===== src/design/iac_pkg.sv =====
// Package of types, codes and constants shared by the intrusion alarm controller.
`default_nettype none

package iac_pkg;

    // Field widths of the transfers
    localparam int INST_W  = 4;
    localparam int DLY_W   = 2;
    localparam int KEY_W   = 4;
    localparam int ENTRY_W = 32;
    localparam int SHOWN_W = 14;

    // Number of sensor inputs that are wired; upper field bits are ignored
    localparam int INSTANT_ZONE_COUNT = 4;
    localparam int DELAYED_ZONE_COUNT = 2;

    localparam logic [INST_W-1:0] INST_MASK = INST_W'((1 << INSTANT_ZONE_COUNT) - 1);
    localparam logic [DLY_W-1:0]  DLY_MASK  = DLY_W'((1 << DELAYED_ZONE_COUNT) - 1);

    // Action codes
    localparam logic ACT_KEY  = 1'b0;
    localparam logic ACT_TICK = 1'b1;

    // Key codes
    localparam logic [KEY_W-1:0] KEY_LAST_DIGIT = 4'd9;
    localparam logic [KEY_W-1:0] KEY_STAR       = 4'd10;
    localparam logic [KEY_W-1:0] KEY_ENTER      = 4'd11;

    // Default settings
    localparam logic [6:0]  ARM_CODE_DEFAULT    = 7'd33;
    localparam logic [13:0] DISARM_CODE_DEFAULT = 14'd1236;
    localparam logic [6:0]  EXIT_DELAY_DEFAULT  = 7'd20;
    localparam logic [7:0]  SIREN_LIMIT_DEFAULT = 8'd180;
    localparam logic [9:0]  SIREN_LIMIT_MAX     = 10'd180;

    // Programming command ranges: a command is its base plus the new value
    localparam logic [ENTRY_W-1:0] PROG_ARM_LO    = 32'd1000;
    localparam logic [ENTRY_W-1:0] PROG_ARM_HI    = 32'd1099;
    localparam logic [ENTRY_W-1:0] PROG_DISARM_LO = 32'd110000;
    localparam logic [ENTRY_W-1:0] PROG_DISARM_HI = 32'd119999;
    localparam logic [ENTRY_W-1:0] PROG_EXIT_LO   = 32'd2000;
    localparam logic [ENTRY_W-1:0] PROG_EXIT_HI   = 32'd2099;
    localparam logic [ENTRY_W-1:0] PROG_SIREN_LO  = 32'd30000;
    localparam logic [ENTRY_W-1:0] PROG_SIREN_HI  = 32'd30999;
    localparam logic [ENTRY_W-1:0] CMD_DEFAULTS   = 32'd99000;

    localparam logic [7:0] SECONDS_MAX = 8'd255;

    typedef enum logic [3:0] {
        MSG_NONE        = 4'd0,
        MSG_ARMED       = 4'd1,
        MSG_CLEARED     = 4'd2,
        MSG_DISARMED    = 4'd3,
        MSG_NOT_ARMED   = 4'd4,
        MSG_NEW_ARM     = 4'd5,
        MSG_NEW_DISARM  = 4'd6,
        MSG_NEW_EXIT    = 4'd7,
        MSG_NEW_SIREN   = 4'd8,
        MSG_TOO_LONG    = 4'd9,
        MSG_DEFAULTS    = 4'd10
    } msg_t;

    // One accepted input item as held in the input register
    typedef struct packed {
        logic              action;
        logic [KEY_W-1:0]  key;
        logic [INST_W-1:0] instant_zones;
        logic [DLY_W-1:0]  delayed_zones;
    } iac_step_t;

    // One result item
    typedef struct packed {
        logic               armed_led;
        logic               siren_on;
        logic               buzzer_on;
        logic [INST_W-1:0]  zone_leds;
        logic [DLY_W-1:0]   delayed_leds;
        logic               alarm_tripped;
        msg_t               message;
        logic [SHOWN_W-1:0] shown_value;
    } iac_result_t;

endpackage

`default_nettype wire


===== src/design/iac_entry.sv =====
// Keypad entry accumulator: decimal digit append with saturation, cleared on enter.
`default_nettype none

module iac_entry
    import iac_pkg::*;
(
    input  wire logic               clk,
    input  wire logic               rst_n,
    input  wire logic               fire,
    input  wire iac_step_t          step,
    output logic [ENTRY_W-1:0]      value
);

    logic [ENTRY_W-1:0] entry_reg;
    logic [ENTRY_W-1:0] entry_next;
    logic [ENTRY_W+3:0] times_ten;

    // value * 10 + digit, as two shifts and adds
    assign times_ten = {1'b0, entry_reg, 3'b000} + {3'b000, entry_reg, 1'b0}
                     + {{(ENTRY_W){1'b0}}, step.key};

    always_comb
    begin
        entry_next = entry_reg;
        if (fire && step.action == ACT_KEY)
        begin
            if (step.key <= KEY_LAST_DIGIT)
            begin
                if (times_ten[ENTRY_W+3:ENTRY_W] != 4'd0)
                begin
                    entry_next = {ENTRY_W{1'b1}};
                end
                else
                begin
                    entry_next = times_ten[ENTRY_W-1:0];
                end
            end
            else if (step.key == KEY_ENTER)
            begin
                entry_next = '0;
            end
        end
    end

    always_ff @(posedge clk or negedge rst_n)
    begin
        if (!rst_n)
        begin
            entry_reg <= '0;
        end
        else
        begin
            entry_reg <= entry_next;
        end
    end

    assign value = entry_reg;

endmodule

`default_nettype wire


===== config.mk =====
export PLATFORM = sky130hd
export DESIGN_NAME = iac_entry
export DESIGN_NICKNAME = d
export VERILOG_FILES = /design/src/design/iac_pkg.sv /design/src/design/iac_entry.sv
export SDC_FILE = /design/constraint.sdc
export NUM_CORES = 1
export LEC_CHECK = 0
export BUFFER_PORTS_ARGS = -buffer_cell sky130_fd_sc_hd__buf_2
export CORE_MARGIN = 3
export CORE_UTILIZATION = 55
export CTS_BUF_LIST = sky130_fd_sc_hd__clkbuf_4 sky130_fd_sc_hd__clkbuf_8
export CTS_CLUSTER_SIZE = 24
export DETAILED_ROUTE_END_ITERATION = 16
export GPL_TIMING_DRIVEN = 0
export PLACE_DENSITY = 0.8
export RECOVER_POWER = 100
export SKIP_CTS_REPAIR_TIMING = 1
export SYNTH_ARGS = -nofsm -noshare
export SYNTH_HDL_FRONTEND = slang
export SYNTH_SLANG_ARGS = --single-unit
export TNS_END_PERCENT = 10

===== constraint.sdc =====
create_clock -name clk -period 3.7 [get_ports clk]
set_input_delay 0.185 -clock clk [delete_from_list [all_inputs] [get_ports clk]]
set_output_delay 0.185 -clock clk [all_outputs]
set_load 0.02 [all_outputs]

==> metrics.log, run 1 <==
[metrics] Worst Skew: 0.009074 ns
[metrics] startpoint-to-endpoint class of the critical path: flip-flop to flip-flop
[metrics] initial antenna violation count: 0
[metrics] routability congestion estimate: a little under 0.9
[metrics] highest-delay cell along the critical path: sky130_fd_sc_hd__fa_1
[metrics] Net Count, Synth: about 440
[metrics] area of placed instances: ~3800 um2
[metrics] sequential area share after synthesis: 0.2284
[metrics] final design area excluding fillers: about 4000 um2
[metrics] destination of the critical timing path: value[8]
[metrics] clock tree from TritonCTS: yes
[metrics] violations in the final reports: capacitance limit, slew limit
[metrics] number of buffer cells added on primary ports: 39
[metrics] top-area cell type share of the netlist area: 0.2284
[metrics] kind of end point of the critical path: flip-flop
[metrics] Overall Global Routing Usage: 0.2368
[metrics] Worst Setup SP: value[2]
[metrics] min cycle time layout: between 3 and 4 ns
[metrics] most frequently used flop master after synthesis: sky130_fd_sc_hd__dfrtp_1
[metrics] final cell utilization of the core: 0.6526
[metrics] clock latency on the worst-skew pair: 0.30 ns
[metrics] storage element area: between 800 and 900 um2
[metrics] number of enable flip-flop cells after synthesis: 0
[metrics] Max-Cap Viols: 1
[metrics] starting density of the core: 0.5784
[metrics] via total after detailed routing: about 3100
[metrics] clock edge transition at the registers on the reported setup and hold paths: ~0.08 ns
[metrics] Ys Warns: 0
[metrics] Syn Area/Cell: between 9 and 10 um2
[metrics] area grow syn2layout: 12.81%
[metrics] Hold/Removal Path Class: input port to flip-flop
[metrics] most frequent cell after synthesis: sky130_fd_sc_hd__ha_1
[metrics] async set or reset register ratio after synthesis: 1.000
[metrics] wire length after detailed routing: between 8000 and 9000 um
[metrics] transition time at the pin with the least slew margin: approximately 1.8 ns
[metrics] setup repair after global routing missed its margin: true
[metrics] number of cells on the worst reg-to-reg path: 12
[metrics] number of sinks handled by clock tree synthesis: 32
[metrics] global-route wire length before repair: 14230 um
[metrics] final hold vios: 0
[metrics] NumNets Final: between 400 and 500
[metrics] maximum number of pins on one net before global-route repair: 33
[metrics] ratio of cells with drive above 1 in the final layout: 0.1481
[metrics] number of instances in the synthesized netlist: around 360
[metrics] synthesized flop and latch total: 32
[metrics] Post-synth top cells: 63 x sky130_fd_sc_hd__ha_1, 32 x sky130_fd_sc_hd__a221o_1, 32 x sky130_fd_sc_hd__dfrtp_1
[metrics] number of flip-flops under the largest register name: 32
[metrics] die width: ~86 um
[metrics] Iteration-0 DRC Markers: around 170
[metrics] required time of the critical path: 3.88 ns
[metrics] headroom to the max-slew limit: -0.2013
[metrics] delay of the slowest cell on the worst path: just over 0.5 ns
[metrics] count of distinct cell types in the synthesized netlist: 61
[metrics] Inserted Diodes: 0
[metrics] vertical extent of the die: between 80 and 90 um
[metrics] source of the worst hold timing path: step[6]
[metrics] maximum net fanout on the critical path: 10
[metrics] number of vias per cell: 6.427
[metrics] remaining global-route overflow: 0
[metrics] area enclosed by the die boundary: approximately 7400 um2
[metrics] post-synth design cell area: 3506 um2
[metrics] hold slack final: about 0.14 ns
[metrics] r2r startpoint: value[2]
[metrics] R2R Setup Slk: approximately 0.074 ns
[metrics] share of the clock period used by the worst path after layout: 0.9800
[metrics] final-report setup violation count: 0
[metrics] number of levels in the clock H-tree: 2
[metrics] clock tree buffer depth: 2
[metrics] status: complete, but fails checks
[metrics] row count: 28
[metrics] Final Max Tran Viols: 33
[metrics] HPWL after detailed placement: about 6500 um
[metrics] FMAX: around 280 MHz
[metrics] number of I/O pins: between 40 and 50
[metrics] post-synthesis cell type with the largest combined area: sky130_fd_sc_hd__dfrtp_1
[metrics] vias in the first global route: 3083
[metrics] crit path DAT: 3.80 ns
[metrics] top area cells in the synthesized netlist: sky130_fd_sc_hd__dfrtp_1 23%, sky130_fd_sc_hd__ha_1 22%, sky130_fd_sc_hd__a221o_1 9.1%, sky130_fd_sc_hd__xor2_1 4.0%, sky130_fd_sc_hd__a21oi_1 3.9%
[metrics] Filler Cell Count: 545
[metrics] TritonCTS Buffers: 5
[metrics] Std-Cell Core Area: 6061 um2
[metrics] R2R Path End: value[8]
[metrics] startpoint types: flip-flop
[metrics] multi-input logic area: around 2600 um2
[metrics] DRC violation count after routing: 0
[metrics] Initial DRT Pass Iterations: 4
[metrics] wire length per cell after detailed routing: roughly 18 um
[metrics] CTS Root Cell: sky130_fd_sc_hd__clkbuf_8
[metrics] post-route ant nets: 0
[metrics] crit-path cells: fa_1, ha_1, a211oi_2, o211ai_2, a21boi_4, o31ai_4, and3_1, o21a_1, mux2_4, o31a_4, buf_6, a221o_1
## layer usage
metal | vias to the layer above | track usage | part of all wire | wire length [um]
met1 | 1542 | 0.3061 | 0.44 | 3825
met5 | - | 0 | 0 | 0
met2 | 65 | 0.4068 | 0.50 | 4331
li1 | 1516 | - | - | -
met4 | 0 | 0.07338 | 0.012 | 102
met3 | 7 | 0.03554 | 0.043 | 374
## cells by family (layout without fill, tap and decap cells)
group | count (synthesis) | count (layout) | share of synthesized area
AND/OR/NAND/NOR | 72 | 72 | 0.1060
buffers and inverters | 28 | 78 | 0.04282
flip-flops | 32 | 32 | 0.2284
AO/OA/AOI/OAI | 136 | 136 | 0.3123
XOR/XNOR | 28 | 28 | 0.06995
multiplexers | 1 | 1 | 0.004281
adder cells (fa/ha/maj) | 65 | 65 | 0.2363
## layout make-up
cell class / count / area share
inverters: 8 / 0.007593
flip-flops and latches: 32 / 0.2028
plain buffers: 20 / 0.03037
well taps: 75 / 0.02373
clock inverters: 3 / 0.01076
repair buffers: 42 / 0.04492
clock buffers: 5 / 0.01740
multi-input cells: 302 / 0.6624
## worst max-delay path: cells and delay by family (launching register included)
| family | cells | cell delay (ns) |
|---|---|---|
| mux | 1 | 0.26 |
| fa+ha+maj | 2 | 0.85 |
| compound gates | 7 | 1.61 |
| flops | 1 | 0.43 |
| simple gates | 1 | 0.18 |
| buf+inv | 1 | 0.15 |
## how the worst min path moves through the flow
| stage | endpoint | slack, ns | depth (start not counted) |
|---|---|---|---|
| 2_1_floorplan | value[0] | -0.11 | 0 |
| 3_3_place_gp | value[20] | 0.30 | 1 |
| 3_5_place_dp | value[21] | 0.31 | 1 |
| 4_1_cts | value[0] | -0.02 | 1 |
| 5_1_grt | value[0] | 0.15 | 2 |
| 6_report | value[0] | 0.14 | 2 |
## layout by cell type (no fill, tap or decap), drive strengths merged, types with 2 or more instances in the layout
master  instances
clkbuf         47
xnor2          12
and4            3
a21oi          34
nand2b          3
and2            4
o311ai          2
nor3            4
ha             63
fa              2
a21boi          3
o21bai          2
dfrtp          32
nand4           6
inv             8
buf            20
a211oi          2
nand3b          2
a21o            8
o21a            5
nand3           8
o31a            2
nand2          24
a31oi           4
a221o          32
o211ai          9
xor2           16
nor2            8
nor2b           4
o21ai          20
## through the flow
stage | setup TNS [ns] | instances | setup slack (ns)
after floorplan | 0 | 362 | 0.02543
after global placement | -7.225 | 476 | -0.2536
after detailed placement | -9.963 | 476 | -0.3384
after CTS | -10.92 | 484 | -0.3735
after global routing | -1.108 | 487 | -0.05834
final | 0 | 487 | 0.07395
Power of run 1 is left out: the tool's default activity adds up to more than one toggle a clock period on the data nets, which glitch-free logic cannot reach.
==> inputs of run 2 (changes only) <==
CORE_ASPECT_RATIO = 1.25   (was unset)
==> metrics.log, run 2 (synthesis results as in run 1) <==
[metrics] hold slack final: 0.1481 ns (+0.01240 ns)
[metrics] status: complete, but fails checks
[metrics] kind of end point of the critical path: flip-flop
[metrics] Std-Cell Core Area: 5973 um2 (-1.4%)
[metrics] post-route ant nets: 0 (unchanged)
[metrics] die width: 77.41 um (-9.8%)
[metrics] startpoint types: flip-flop
[metrics] share of the clock period used by the worst path after layout: 0.9879 (+0.007883)
[metrics] wire length after detailed routing: 8689 um (+0.65%)
[metrics] maximum number of pins on one net before global-route repair: 33 (unchanged)
[metrics] vias in the first global route: 3146 (+2.0%)
[metrics] area grow syn2layout: 14.42%
[metrics] headroom to the max-slew limit: -0.2610 (-0.05974)
[metrics] number of levels in the clock H-tree: 2 (unchanged)
[metrics] routability congestion estimate: 0.9391 (+5.4%)
[metrics] TritonCTS Buffers: 5 (unchanged)
[metrics] Max-Cap Viols: 1 (unchanged)
[metrics] DRC violation count after routing: 0 (unchanged)
[metrics] number of I/O pins: 46 (unchanged)
[metrics] global-route wire length before repair: 14330 um (+0.73%)
[metrics] NumNets Final: 494 (+0.82%)
[metrics] number of flip-flops under the largest register name: 32 (unchanged)
[metrics] maximum net fanout on the critical path: 10 (unchanged)
[metrics] CTS Root Cell: sky130_fd_sc_hd__clkbuf_8
[metrics] area enclosed by the die boundary: 7374 um2 (about the same)
[metrics] ratio of cells with drive above 1 in the final layout: 0.2236 (+0.07550)
[metrics] final hold vios: 0 (unchanged)
[metrics] clock tree buffer depth: 2 (unchanged)
[metrics] clock tree from TritonCTS: yes
[metrics] FMAX: 273.6 MHz (-0.80%)
[metrics] setup repair after global routing missed its margin: true
[metrics] wire length per cell after detailed routing: 17.45 um (-1.6%)
[metrics] Initial DRT Pass Iterations: 4 (unchanged)
[metrics] required time of the critical path: 3.87 ns (about the same)
[metrics] highest-count cells in the layout ignoring fill and taps: 62 x sky130_fd_sc_hd__ha_1, 43 x sky130_fd_sc_hd__buf_2, 32 x sky130_fd_sc_hd__a221o_1, 32 x sky130_fd_sc_hd__dfrtp_1, 26 x sky130_fd_sc_hd__a21oi_1
[metrics] clock latency on the worst-skew pair: 0.29 ns (about the same)
[metrics] Worst Skew: 0.009175 ns (+0.0001009 ns)
[metrics] min cycle time layout: 3.655 ns (+0.02917 ns)
[metrics] number of sinks handled by clock tree synthesis: 32 (unchanged)
[metrics] Overall Global Routing Usage: 0.2358 (-0.0009920)
[metrics] Hold/Removal Path Class: input port to flip-flop
[metrics] Iteration-0 DRC Markers: 197 (+18%)
[metrics] crit path DAT: 3.82 ns (+0.02 ns)
[metrics] most common cell after layout, fill and taps aside: sky130_fd_sc_hd__ha_1
[metrics] via total after detailed routing: 3169 (+1.2%)
[metrics] setup slack at placement: -0.2907 ns (+0.04774 ns)
[metrics] remaining global-route overflow: 0 (unchanged)
[metrics] clock edge transition at the registers on the reported setup and hold paths: 0.07 ns (about the same)
[metrics] Inserted Diodes: 0 (unchanged)
[metrics] number of vias per cell: 6.363 (-0.99%)
[metrics] vertical extent of the die: 95.27 um (+11%)
[metrics] startpoint-to-endpoint class of the critical path: flip-flop to flip-flop
[metrics] row count: 31 (+11%)
[metrics] violations in the final reports: capacitance limit, slew limit
[metrics] final-report setup violation count: 0 (unchanged)
[metrics] number of buffer cells added on primary ports: 39 (unchanged)
[metrics] smallest setup slack after layout: 0.04478 ns (-0.02917 ns)
[metrics] starting density of the core: 0.5869 (+0.008482)
[metrics] Final Max Tran Viols: 33 (unchanged)
[metrics] HPWL after detailed placement: 6554 um (+0.46%)
[metrics] transition time at the pin with the least slew margin: 1.892 ns (+0.08961 ns)
[metrics] initial antenna violation count: 0 (unchanged)
-- run 2: layer usage --
metal | wire length (um) | GRT usage
met4 | 151 | 0.06825
met2 | 4505 | 0.4467
met5 | 0 | 0
met1 | 3765 | 0.2834
met3 | 266 | 0.02079
-- run 2: worst max-delay path, cell delays in order, from the launching register on --
cell and delay [ns]:
sky130_fd_sc_hd__dfrtp_1 0.41, sky130_fd_sc_hd__ha_1 0.29, sky130_fd_sc_hd__ha_2 0.20, sky130_fd_sc_hd__inv_1 0.07, sky130_fd_sc_hd__fa_2 0.40, sky130_fd_sc_hd__nand2b_4 0.17, sky130_fd_sc_hd__a21oi_4 0.13, sky130_fd_sc_hd__nor2_2 0.09
sky130_fd_sc_hd__o311ai_4 0.36, sky130_fd_sc_hd__a221oi_4 0.13, sky130_fd_sc_hd__o41ai_2 0.34, sky130_fd_sc_hd__xor2_1 0.13, sky130_fd_sc_hd__o31a_4 0.38, sky130_fd_sc_hd__buf_6 0.15, sky130_fd_sc_hd__a221o_1 0.27
-- run 2: stage by stage --
step | std cells | TNS, ns | util | cell area [um2]
2_1_floorplan | 362 | 0 | - | 3506
3_3_place_gp | 483 | -7.155 | 0.6368 | 3804
3_5_place_dp | 483 | -8.246 | 0.6368 | 3804
4_1_cts | 491 | -8.755 | 0.6531 | 3901
5_1_grt | 498 | -0.6447 | 0.6716 | 4011
6_report | 498 | 0 | 0.6716 | 4011
-- run 2: path summary, 6_finish.rpt --
path | slack [ns] | depth (start not counted) | start | end
max | 0.04 | 14 | value[1] | value[23]
max reg2reg | 0.04 | 14 | value[1] | value[23]
min in group asynchronous | 0.41 | 1 | rst_n | value[24]
min reg2reg | 0.58 | 1 | value[22] | value[22]
max in group asynchronous | 2.21 | 1 | rst_n | value[22]
min | 0.15 | 2 | step[6] | value[0]
-- run 2: area by class of cell --
type	count	area (um2)
Multi-Input combinational cell	302	2614
Fill cell	500	1962
Sequential cell	32	800.8
Timing Repair Buffer	46	246.5
Buffer	20	120.1
Tap cell	82	102.6
Clock buffer	8	97.59
Inverter	8	30.03
Power of run 2 is left out for the same reason.
