$ cat config.mk
export PLATFORM = sky130hd
export DESIGN_NAME = iac_panel
export DESIGN_NICKNAME = d
export VERILOG_FILES = /design/src/design/iac_pkg.sv /design/src/design/iac_panel.sv
export SDC_FILE = /design/constraint.sdc
export NUM_CORES = 1
export LEC_CHECK = 0
export ABC_AREA = 0
export CELL_PAD_IN_SITES_DETAIL_PLACEMENT = 1
export CELL_PAD_IN_SITES_GLOBAL_PLACEMENT = 2
export CORE_MARGIN = 3
export CORE_UTILIZATION = 39
export CTS_BUF_LIST = sky130_fd_sc_hd__clkbuf_8 sky130_fd_sc_hd__clkbuf_16
export DETAILED_ROUTE_END_ITERATION = 8
export DONT_BUFFER_PORTS = 1
export PLACE_DENSITY_LB_ADDON = 0.1
export SLEW_MARGIN = 20
export SYNTH_ARGS = -nofsm -noshare
export SYNTH_HDL_FRONTEND = slang
export SYNTH_SLANG_ARGS = --single-unit
$ cat constraint.sdc
create_clock -name clk -period 5.7 [get_ports clk]
set_clock_uncertainty 0.1 [all_clocks]
set_input_delay 0.285 -clock clk [delete_from_list [all_inputs] [get_ports clk]]
set_output_delay 0.285 -clock clk [all_outputs]
set_load 0.05 [all_outputs]
$ cat src/design/iac_pkg.sv
// Package of types, codes and constants shared by the intrusion alarm controller.
`default_nettype none

package iac_pkg;

    // Field widths of the transfers
    localparam int INST_W  = 4;
    localparam int DLY_W   = 2;
    localparam int KEY_W   = 4;
    localparam int ENTRY_W = 32;
    localparam int SHOWN_W = 14;

    // Number of sensor inputs that are wired; upper field bits are ignored
    localparam int INSTANT_ZONE_COUNT = 4;
    localparam int DELAYED_ZONE_COUNT = 2;

    localparam logic [INST_W-1:0] INST_MASK = INST_W'((1 << INSTANT_ZONE_COUNT) - 1);
    localparam logic [DLY_W-1:0]  DLY_MASK  = DLY_W'((1 << DELAYED_ZONE_COUNT) - 1);

    // Action codes
    localparam logic ACT_KEY  = 1'b0;
    localparam logic ACT_TICK = 1'b1;

    // Key codes
    localparam logic [KEY_W-1:0] KEY_LAST_DIGIT = 4'd9;
    localparam logic [KEY_W-1:0] KEY_STAR       = 4'd10;
    localparam logic [KEY_W-1:0] KEY_ENTER      = 4'd11;

    // Default settings
    localparam logic [6:0]  ARM_CODE_DEFAULT    = 7'd33;
    localparam logic [13:0] DISARM_CODE_DEFAULT = 14'd1236;
    localparam logic [6:0]  EXIT_DELAY_DEFAULT  = 7'd20;
    localparam logic [7:0]  SIREN_LIMIT_DEFAULT = 8'd180;
    localparam logic [9:0]  SIREN_LIMIT_MAX     = 10'd180;

    // Programming command ranges: a command is its base plus the new value
    localparam logic [ENTRY_W-1:0] PROG_ARM_LO    = 32'd1000;
    localparam logic [ENTRY_W-1:0] PROG_ARM_HI    = 32'd1099;
    localparam logic [ENTRY_W-1:0] PROG_DISARM_LO = 32'd110000;
    localparam logic [ENTRY_W-1:0] PROG_DISARM_HI = 32'd119999;
    localparam logic [ENTRY_W-1:0] PROG_EXIT_LO   = 32'd2000;
    localparam logic [ENTRY_W-1:0] PROG_EXIT_HI   = 32'd2099;
    localparam logic [ENTRY_W-1:0] PROG_SIREN_LO  = 32'd30000;
    localparam logic [ENTRY_W-1:0] PROG_SIREN_HI  = 32'd30999;
    localparam logic [ENTRY_W-1:0] CMD_DEFAULTS   = 32'd99000;

    localparam logic [7:0] SECONDS_MAX = 8'd255;

    typedef enum logic [3:0] {
        MSG_NONE        = 4'd0,
        MSG_ARMED       = 4'd1,
        MSG_CLEARED     = 4'd2,
        MSG_DISARMED    = 4'd3,
        MSG_NOT_ARMED   = 4'd4,
        MSG_NEW_ARM     = 4'd5,
        MSG_NEW_DISARM  = 4'd6,
        MSG_NEW_EXIT    = 4'd7,
        MSG_NEW_SIREN   = 4'd8,
        MSG_TOO_LONG    = 4'd9,
        MSG_DEFAULTS    = 4'd10
    } msg_t;

    // One accepted input item as held in the input register
    typedef struct packed {
        logic              action;
        logic [KEY_W-1:0]  key;
        logic [INST_W-1:0] instant_zones;
        logic [DLY_W-1:0]  delayed_zones;
    } iac_step_t;

    // One result item
    typedef struct packed {
        logic               armed_led;
        logic               siren_on;
        logic               buzzer_on;
        logic [INST_W-1:0]  zone_leds;
        logic [DLY_W-1:0]   delayed_leds;
        logic               alarm_tripped;
        msg_t               message;
        logic [SHOWN_W-1:0] shown_value;
    } iac_result_t;

endpackage

`default_nettype wire

$ cat src/design/iac_panel.sv
// Alarm state: entry resolution, settings, one-second tick and result composition.
`default_nettype none

module iac_panel
    import iac_pkg::*;
(
    input  wire logic               clk,
    input  wire logic               rst_n,
    input  wire logic               fire,
    input  wire iac_step_t          step,
    input  wire logic [ENTRY_W-1:0] entry_value,
    output iac_result_t             result
);

    logic              armed_reg, armed_next;
    logic              intruded_reg, intruded_next;
    logic              exit_over_reg, exit_over_next;
    logic              parity_reg, parity_next;
    logic [7:0]        siren_secs_reg, siren_secs_next;
    logic [7:0]        exit_secs_reg, exit_secs_next;
    logic [6:0]        arm_code_reg, arm_code_next;
    logic [13:0]       disarm_code_reg, disarm_code_next;
    logic [6:0]        exit_delay_reg, exit_delay_next;
    logic [7:0]        siren_limit_reg, siren_limit_next;
    logic [INST_W-1:0] zone_latch_reg, zone_latch_next;
    logic [DLY_W-1:0]  dly_latch_reg, dly_latch_next;
    logic              siren_reg, siren_next;
    logic              buzzer_reg, buzzer_next;

    msg_t               msg;
    logic               setting;
    logic [SHOWN_W-1:0] setting_value;

    logic               match_arm, match_disarm;
    logic               prog_arm, prog_disarm, prog_exit, prog_siren;
    logic [ENTRY_W-1:0] off_arm, off_disarm, off_exit, off_siren;
    logic [INST_W-1:0]  inst_hit;
    logic [DLY_W-1:0]   dly_hit;

    assign match_arm    = entry_value == {{(ENTRY_W-7){1'b0}}, arm_code_reg};
    assign match_disarm = entry_value == {{(ENTRY_W-14){1'b0}}, disarm_code_reg};
    assign prog_arm     = entry_value >= PROG_ARM_LO    && entry_value <= PROG_ARM_HI;
    assign prog_disarm  = entry_value >= PROG_DISARM_LO && entry_value <= PROG_DISARM_HI;
    assign prog_exit    = entry_value >= PROG_EXIT_LO   && entry_value <= PROG_EXIT_HI;
    assign prog_siren   = entry_value >= PROG_SIREN_LO  && entry_value <= PROG_SIREN_HI;
    assign off_arm      = entry_value - PROG_ARM_LO;
    assign off_disarm   = entry_value - PROG_DISARM_LO;
    assign off_exit     = entry_value - PROG_EXIT_LO;
    assign off_siren    = entry_value - PROG_SIREN_LO;
    assign inst_hit     = step.instant_zones & INST_MASK;
    assign dly_hit      = step.delayed_zones & DLY_MASK;

    always_comb
    begin
        armed_next       = armed_reg;
        intruded_next    = intruded_reg;
        exit_over_next   = exit_over_reg;
        parity_next      = parity_reg;
        siren_secs_next  = siren_secs_reg;
        exit_secs_next   = exit_secs_reg;
        arm_code_next    = arm_code_reg;
        disarm_code_next = disarm_code_reg;
        exit_delay_next  = exit_delay_reg;
        siren_limit_next = siren_limit_reg;
        zone_latch_next  = zone_latch_reg;
        dly_latch_next   = dly_latch_reg;
        siren_next       = siren_reg;
        buzzer_next      = buzzer_reg;
        msg              = MSG_NONE;
        setting_value    = '0;

        if (step.action == ACT_TICK)
        begin
            parity_next = !parity_reg;
            if (armed_reg && exit_secs_reg != SECONDS_MAX)
            begin
                exit_secs_next = exit_secs_reg + 8'd1;
            end
            if (intruded_reg && siren_secs_reg != SECONDS_MAX)
            begin
                siren_secs_next = siren_secs_reg + 8'd1;
            end
            if (armed_reg)
            begin
                if (!exit_over_reg)
                begin
                    // Buzzer sounds on the seconds where the new parity is even
                    buzzer_next = parity_reg;
                end
                if (inst_hit != '0)
                begin
                    zone_latch_next = zone_latch_reg | inst_hit;
                    intruded_next   = 1'b1;
                end
                if (exit_over_reg && dly_hit != '0)
                begin
                    dly_latch_next = dly_latch_reg | dly_hit;
                    intruded_next  = 1'b1;
                end
            end
            siren_next = intruded_next && (siren_secs_next <= siren_limit_reg);
            if (exit_secs_next >= {1'b0, exit_delay_reg} || intruded_next)
            begin
                exit_over_next = 1'b1;
            end
            if (intruded_next)
            begin
                buzzer_next = 1'b0;
            end
        end
        else if (step.key == KEY_ENTER)
        begin
            priority if (match_arm && !armed_reg)
            begin
                armed_next = 1'b1;
                msg        = MSG_ARMED;
            end
            else if ((match_arm && intruded_reg) || (match_disarm && armed_reg))
            begin
                // Clearing an intrusion and disarming leave the panel the same way
                armed_next      = 1'b0;
                intruded_next   = 1'b0;
                siren_secs_next = '0;
                exit_secs_next  = '0;
                exit_over_next  = 1'b0;
                zone_latch_next = '0;
                dly_latch_next  = '0;
                buzzer_next     = 1'b0;
                msg             = (match_arm && intruded_reg) ? MSG_CLEARED : MSG_DISARMED;
            end
            else if (match_disarm)
            begin
                msg = MSG_NOT_ARMED;
            end
            else if (prog_arm)
            begin
                arm_code_next = off_arm[6:0];
                setting_value = {{(SHOWN_W-7){1'b0}}, off_arm[6:0]};
                msg           = MSG_NEW_ARM;
            end
            else if (prog_disarm)
            begin
                disarm_code_next = off_disarm[13:0];
                setting_value    = off_disarm[SHOWN_W-1:0];
                msg              = MSG_NEW_DISARM;
            end
            else if (prog_exit)
            begin
                exit_delay_next = off_exit[6:0];
                setting_value   = {{(SHOWN_W-7){1'b0}}, off_exit[6:0]};
                msg             = MSG_NEW_EXIT;
            end
            else if (prog_siren)
            begin
                if (off_siren[9:0] > SIREN_LIMIT_MAX)
                begin
                    msg = MSG_TOO_LONG;
                end
                else
                begin
                    siren_limit_next = off_siren[7:0];
                    setting_value    = {{(SHOWN_W-8){1'b0}}, off_siren[7:0]};
                    msg              = MSG_NEW_SIREN;
                end
            end
            else if (entry_value == CMD_DEFAULTS)
            begin
                arm_code_next    = ARM_CODE_DEFAULT;
                disarm_code_next = DISARM_CODE_DEFAULT;
                exit_delay_next  = EXIT_DELAY_DEFAULT;
                siren_limit_next = SIREN_LIMIT_DEFAULT;
                msg              = MSG_DEFAULTS;
            end
            else
            begin
                msg = MSG_NONE;
            end
        end
    end

    assign setting = msg == MSG_NEW_ARM || msg == MSG_NEW_DISARM
                  || msg == MSG_NEW_EXIT || msg == MSG_NEW_SIREN;

    always_comb
    begin
        result.armed_led     = armed_next;
        result.siren_on      = siren_next;
        result.buzzer_on     = buzzer_next;
        result.zone_leds     = zone_latch_next;
        result.delayed_leds  = dly_latch_next;
        result.alarm_tripped = intruded_next;
        result.message       = msg;
        result.shown_value   = '0;
        if (setting)
        begin
            result.shown_value = setting_value;
        end
        else if (armed_next && !exit_over_next && {1'b0, exit_delay_next} > exit_secs_next)
        begin
            result.shown_value = {{(SHOWN_W-8){1'b0}},
                                  8'({1'b0, exit_delay_next} - exit_secs_next)};
        end
    end

    always_ff @(posedge clk or negedge rst_n)
    begin
        if (!rst_n)
        begin
            armed_reg       <= 1'b0;
            intruded_reg    <= 1'b0;
            exit_over_reg   <= 1'b0;
            parity_reg      <= 1'b0;
            siren_secs_reg  <= '0;
            exit_secs_reg   <= '0;
            arm_code_reg    <= ARM_CODE_DEFAULT;
            disarm_code_reg <= DISARM_CODE_DEFAULT;
            exit_delay_reg  <= EXIT_DELAY_DEFAULT;
            siren_limit_reg <= SIREN_LIMIT_DEFAULT;
            zone_latch_reg  <= '0;
            dly_latch_reg   <= '0;
            siren_reg       <= 1'b0;
            buzzer_reg      <= 1'b0;
        end
        else if (fire)
        begin
            armed_reg       <= armed_next;
            intruded_reg    <= intruded_next;
            exit_over_reg   <= exit_over_next;
            parity_reg      <= parity_next;
            siren_secs_reg  <= siren_secs_next;
            exit_secs_reg   <= exit_secs_next;
            arm_code_reg    <= arm_code_next;
            disarm_code_reg <= disarm_code_next;
            exit_delay_reg  <= exit_delay_next;
            siren_limit_reg <= siren_limit_next;
            zone_latch_reg  <= zone_latch_next;
            dly_latch_reg   <= dly_latch_next;
            siren_reg       <= siren_next;
            buzzer_reg      <= buzzer_next;
        end
    end

endmodule

`default_nettype wire

==> flow_results.xml <==
<?xml version="1.0" encoding="UTF-8"?>
<metrics>
  <group name="status">
    <metric name="run_status" unit="">finished clean</metric>
  </group>
  <group name="timing">
    <metric name="finalSetupViolCount" unit="">0</metric>
    <metric name="min_clock_period_post_route" unit="ns">5.31</metric>
    <metric name="whs" unit="ns">0.00894</metric>
    <metric name="worstMarginPinSlew" unit="ns">1.07</metric>
    <metric name="final.period_utilization" unit="%">93.1</metric>
    <metric name="setup-tns-final" unit="ns">0</metric>
    <metric name="slew_violations" unit="">0</metric>
    <metric name="fmax" unit="GHz">0.188</metric>
    <metric name="slew_headroom" unit="%">27.7</metric>
    <metric name="hold_viol_final" unit="">0</metric>
    <metric name="grt_setup_unrepaired" unit="">no</metric>
  </group>
  <group name="synth">
    <metric name="synth_area_leader_cell" unit="">dfrtp_1</metric>
    <metric name="avgSynthCellArea" unit="um^2">8.12</metric>
    <metric name="post_synth_instance_area" unit="mm^2">0.00546</metric>
    <metric name="most_frequently_used_cell_type_in_the_post_synthesis_netlist" unit="">nand2_1</metric>
    <metric name="synthDominantCellAreaShare" unit="%">23.4</metric>
    <metric name="sequential_element_share_of_the_synthesized_area" unit="%">29.6</metric>
    <metric name="synth-async-reset-ratio" unit="%">100</metric>
    <metric name="postSynthCellCount" unit="">672</metric>
    <metric name="synthTopCellsByArea" unit="">dfrtp_1, ha_1, dfstp_2, xnor2_1, nand2_1</metric>
    <metric name="yosys-top-cells-count" unit="">nand2_1, dfrtp_1, nor2_1, inv_1, o21ai_0</metric>
    <metric name="yosys_most_used_dff" unit="">dfrtp_1</metric>
    <metric name="synth.yosys.warnings" unit="">0</metric>
    <metric name="yosys.cell_types.count" unit="">67</metric>
    <metric name="synth-seq-cells" unit="">64</metric>
    <metric name="syn_nets" unit="">750</metric>
    <metric name="synth_enable_flop_cells" unit="">0</metric>
  </group>
  <group name="setup_path">
    <metric name="critical_path.slowest_cell" unit="">or4_4</metric>
    <metric name="crit_arrival" unit="ns">4.92</metric>
    <metric name="start_kind" unit="">flop</metric>
    <metric name="crit_chain" unit="">xnor2_1 -&gt; nand3_1 -&gt; or4_4 -&gt; o22a_2 -&gt; nor2_4 -&gt; nand2_2 -&gt; a31o_2 -&gt; ha_1 -&gt; fa_1 -&gt; nor2b_1 -&gt; o21ai_0 -&gt; a21boi_2 -&gt; o211ai_1 -&gt; a21oi_1 -&gt; o311ai_1 -&gt; a211oi_4 -&gt; buf_4 -&gt; nand2b_1 -&gt; mux2i_1 -&gt; buf_4</metric>
    <metric name="worstSetupEndpointType" unit="">output pin</metric>
    <metric name="regToRegEndpoint" unit="">intruded_reg$_DFFE_PN0P_</metric>
    <metric name="cpPeakStageDelay" unit="ns">0.59</metric>
    <metric name="rr_startpoint" unit="">disarm_code_reg[11]$_DFFE_PN0P_</metric>
    <metric name="timing.critical_path.required" unit="ns">5.32</metric>
    <metric name="buf_inv_stages_crit_path" unit="">2</metric>
    <metric name="ff2ff_setup_slack" unit="ns">2.05</metric>
    <metric name="timing_worst_setup_path_type" unit="">reg -&gt; out</metric>
    <metric name="cpMostUsedCell" unit="">buf_4</metric>
    <metric name="critical_path.max_fanout" unit="">8</metric>
    <metric name="timing.critical_path.max_delay_family" unit="">compound AO/OA/AOI/OAI gates</metric>
    <metric name="rr_worst_depth" unit="">8</metric>
  </group>
  <group name="detailed_routing">
    <metric name="drc" unit="">0</metric>
    <metric name="routed_wirelength" unit="mm">20.0</metric>
    <metric name="via_count" unit="">5237</metric>
    <metric name="mean_routed_wirelength_per_cell" unit="um">23.3</metric>
    <metric name="postRouteAntennaNets" unit="">0</metric>
    <metric name="drt-pass1-iter-count" unit="">5</metric>
    <metric name="average_vias_per_placed_instance" unit="">6.10</metric>
    <metric name="drtIter0Drc" unit="">356</metric>
  </group>
  <group name="die">
    <metric name="die_x" unit="um">124</metric>
    <metric name="initial_utilization" unit="%">40.6</metric>
    <metric name="die_h" unit="um">124</metric>
    <metric name="coreArea" unit="mm^2">0.0135</metric>
    <metric name="floorplan.rows" unit="">42</metric>
    <metric name="floorplan.io_pins" unit="">74</metric>
    <metric name="die_area" unit="mm^2">0.0154</metric>
  </group>
  <group name="layout">
    <metric name="area_growth" unit="%">12.2</metric>
    <metric name="post_route_cells_drive_above_1_share" unit="%">14.3</metric>
    <metric name="post-route-cell-area" unit="mm^2">0.00612</metric>
    <metric name="final_nets" unit="">756</metric>
    <metric name="final_antenna_diode_count" unit="">0</metric>
    <metric name="largest_reg_flops" unit="">14</metric>
    <metric name="n_fill_cell" unit="">1636</metric>
  </group>
  <group name="power_and_ir_drop">
    <metric name="leakagePower" unit="nW">2.55</metric>
    <metric name="power_per_cell_area" unit="mW/mm^2">255</metric>
    <metric name="ir_worst_vdd" unit="uV">116</metric>
  </group>
  <group name="hold_path">
    <metric name="worst_hold_path.num_cells" unit="">2</metric>
    <metric name="holdPathEnd" unit="">armed_reg$_DFFE_PN0P_</metric>
    <metric name="worstHoldStart" unit="">fire</metric>
    <metric name="hold_class" unit="">in -&gt; reg</metric>
  </group>
  <group name="place">
    <metric name="placed_area" unit="mm^2">0.00571</metric>
    <metric name="place.detailed.hpwl" unit="mm">14.6</metric>
    <metric name="numPortBuffers" unit="">0</metric>
    <metric name="gp_congestion" unit="">0.929</metric>
  </group>
  <group name="global_routing">
    <metric name="groute.usage.overall" unit="%">25.9</metric>
    <metric name="grt_start_max_net_pins" unit="">65</metric>
    <metric name="grt_overflow_total" unit="">0</metric>
    <metric name="grt_first_pass_wirelength" unit="mm">31.9</metric>
    <metric name="antenna_found_initial" unit="">0</metric>
    <metric name="grt_pass1_vias" unit="">5559</metric>
  </group>
  <group name="cts">
    <metric name="numCtsBuffers" unit="">9</metric>
    <metric name="cts.path.max_buffers" unit="">2</metric>
    <metric name="clk-insertion-delay-late" unit="ns">0.34</metric>
    <metric name="clkSinkCount" unit="">64</metric>
    <metric name="cts.clk_slew.worst_paths" unit="ns">0.06</metric>
    <metric name="cts_htree_levels" unit="">3</metric>
    <metric name="cts_tree" unit="">done</metric>
    <metric name="cts_root_buffer" unit="">clkbuf_16</metric>
  </group>
  <group name="run">
    <metric name="max_cap_viol_count" unit="">0</metric>
  </group>
</metrics>
[report_power, final]
part           switching, mW  internal (mW)  total, mW
clock                  0.228          0.291      0.519
sequential            0.0538          0.491      0.545
combinational          0.286          0.211      0.497
total                  0.568          0.993       1.56
[through the flow]
step | power, mW | setup slack (ns) | util [%] | std cells
global placement | 1.00 | 0.489 | 42.4 | 833
CTS | 1.57 | 0.0635 | 45.2 | 859
global route | 1.66 | 0.0364 | 45.5 | 859
detailed placement | 1.02 | 0.365 | 42.4 | 833
finish | 1.56 | 0.393 | 45.5 | 859
floorplan | 0.916 | 0.527 | - | 672
[per-layer routing]
metal / wire length (um) / vias to the layer above / track usage, %
met4: 518 / 0 / 8.58
li1: - / 2416 / -
met1: 9280 / 2639 / 34.5
met3: 840 / 31 / 4.63
met2: 9410 / 151 / 42.7
met5: 0 / - / 0
[what timing repair did]
item | 4_1_cts | 5_1_grt
setup endpoints to repair | 3 | 8
gates resized for setup | 1 | 8
buffers inserted | 2 | 0
hold buffers | 8 | 0
endpoints found under the hold margin | 90 | 0
pin swaps | 1 | 3
[cells by family after synthesis]
group	after synthesis	share of synthesized area, %
and+or+nand+nor	254	23.6
AOI/OAI and AO/OA	177	22.0
buffers and inverters	80	6.21
DFF	64	29.6
xor gates and xnor gates	47	7.54
adders and majority gates	32	7.48
muxes	18	3.53
[worst max-delay path by stage]
stage | from | endpoint | slack (ns) | depth (start not counted)
3_3_place_gp | disarm_code_reg[7]$_DFFE_PN1P_ | result[7] | 0.49 | 18
4_1_cts | disarm_code_reg[11]$_DFFE_PN0P_ | result[0] | 0.06 | 20
2_1_floorplan | disarm_code_reg[7]$_DFFE_PN1P_ | result[0] | 0.53 | 18
3_5_place_dp | disarm_code_reg[11]$_DFFE_PN0P_ | result[0] | 0.36 | 19
6_report | disarm_code_reg[11]$_DFFE_PN0P_ | result[0] | 0.39 | 20
5_1_grt | arm_code_reg[1]$_DFFE_PN0P_ | result[0] | 0.04 | 23
[cell type report]
type | instances | area [um^2] | share of cell area [%]
Clock buffer | 9 | 225 | 3.68
Clock inverter | 7 | 42.5 | 0.695
Timing Repair Buffer | 35 | 300 | 4.90
Sequential cell | 64 | 1620 | 26.4
Tap cell | 176 | 220 | 3.60
Multi-Input combinational cell | 528 | 3570 | 58.2
Inverter | 40 | 150 | 2.45
[cell usage in the layout, fill, tap and decap left out, types with 17 or more instances in the layout]
cell / n
nor2_1: 49
buf_4: 27
o21ai_0: 39
a21oi_1: 39
inv_1: 42
nand2_1: 69
a22o_1: 24
xnor2_1: 34
nor3_1: 17
dfrtp_1: 51
ha_1: 31
(Power assumes the default switching activity.)
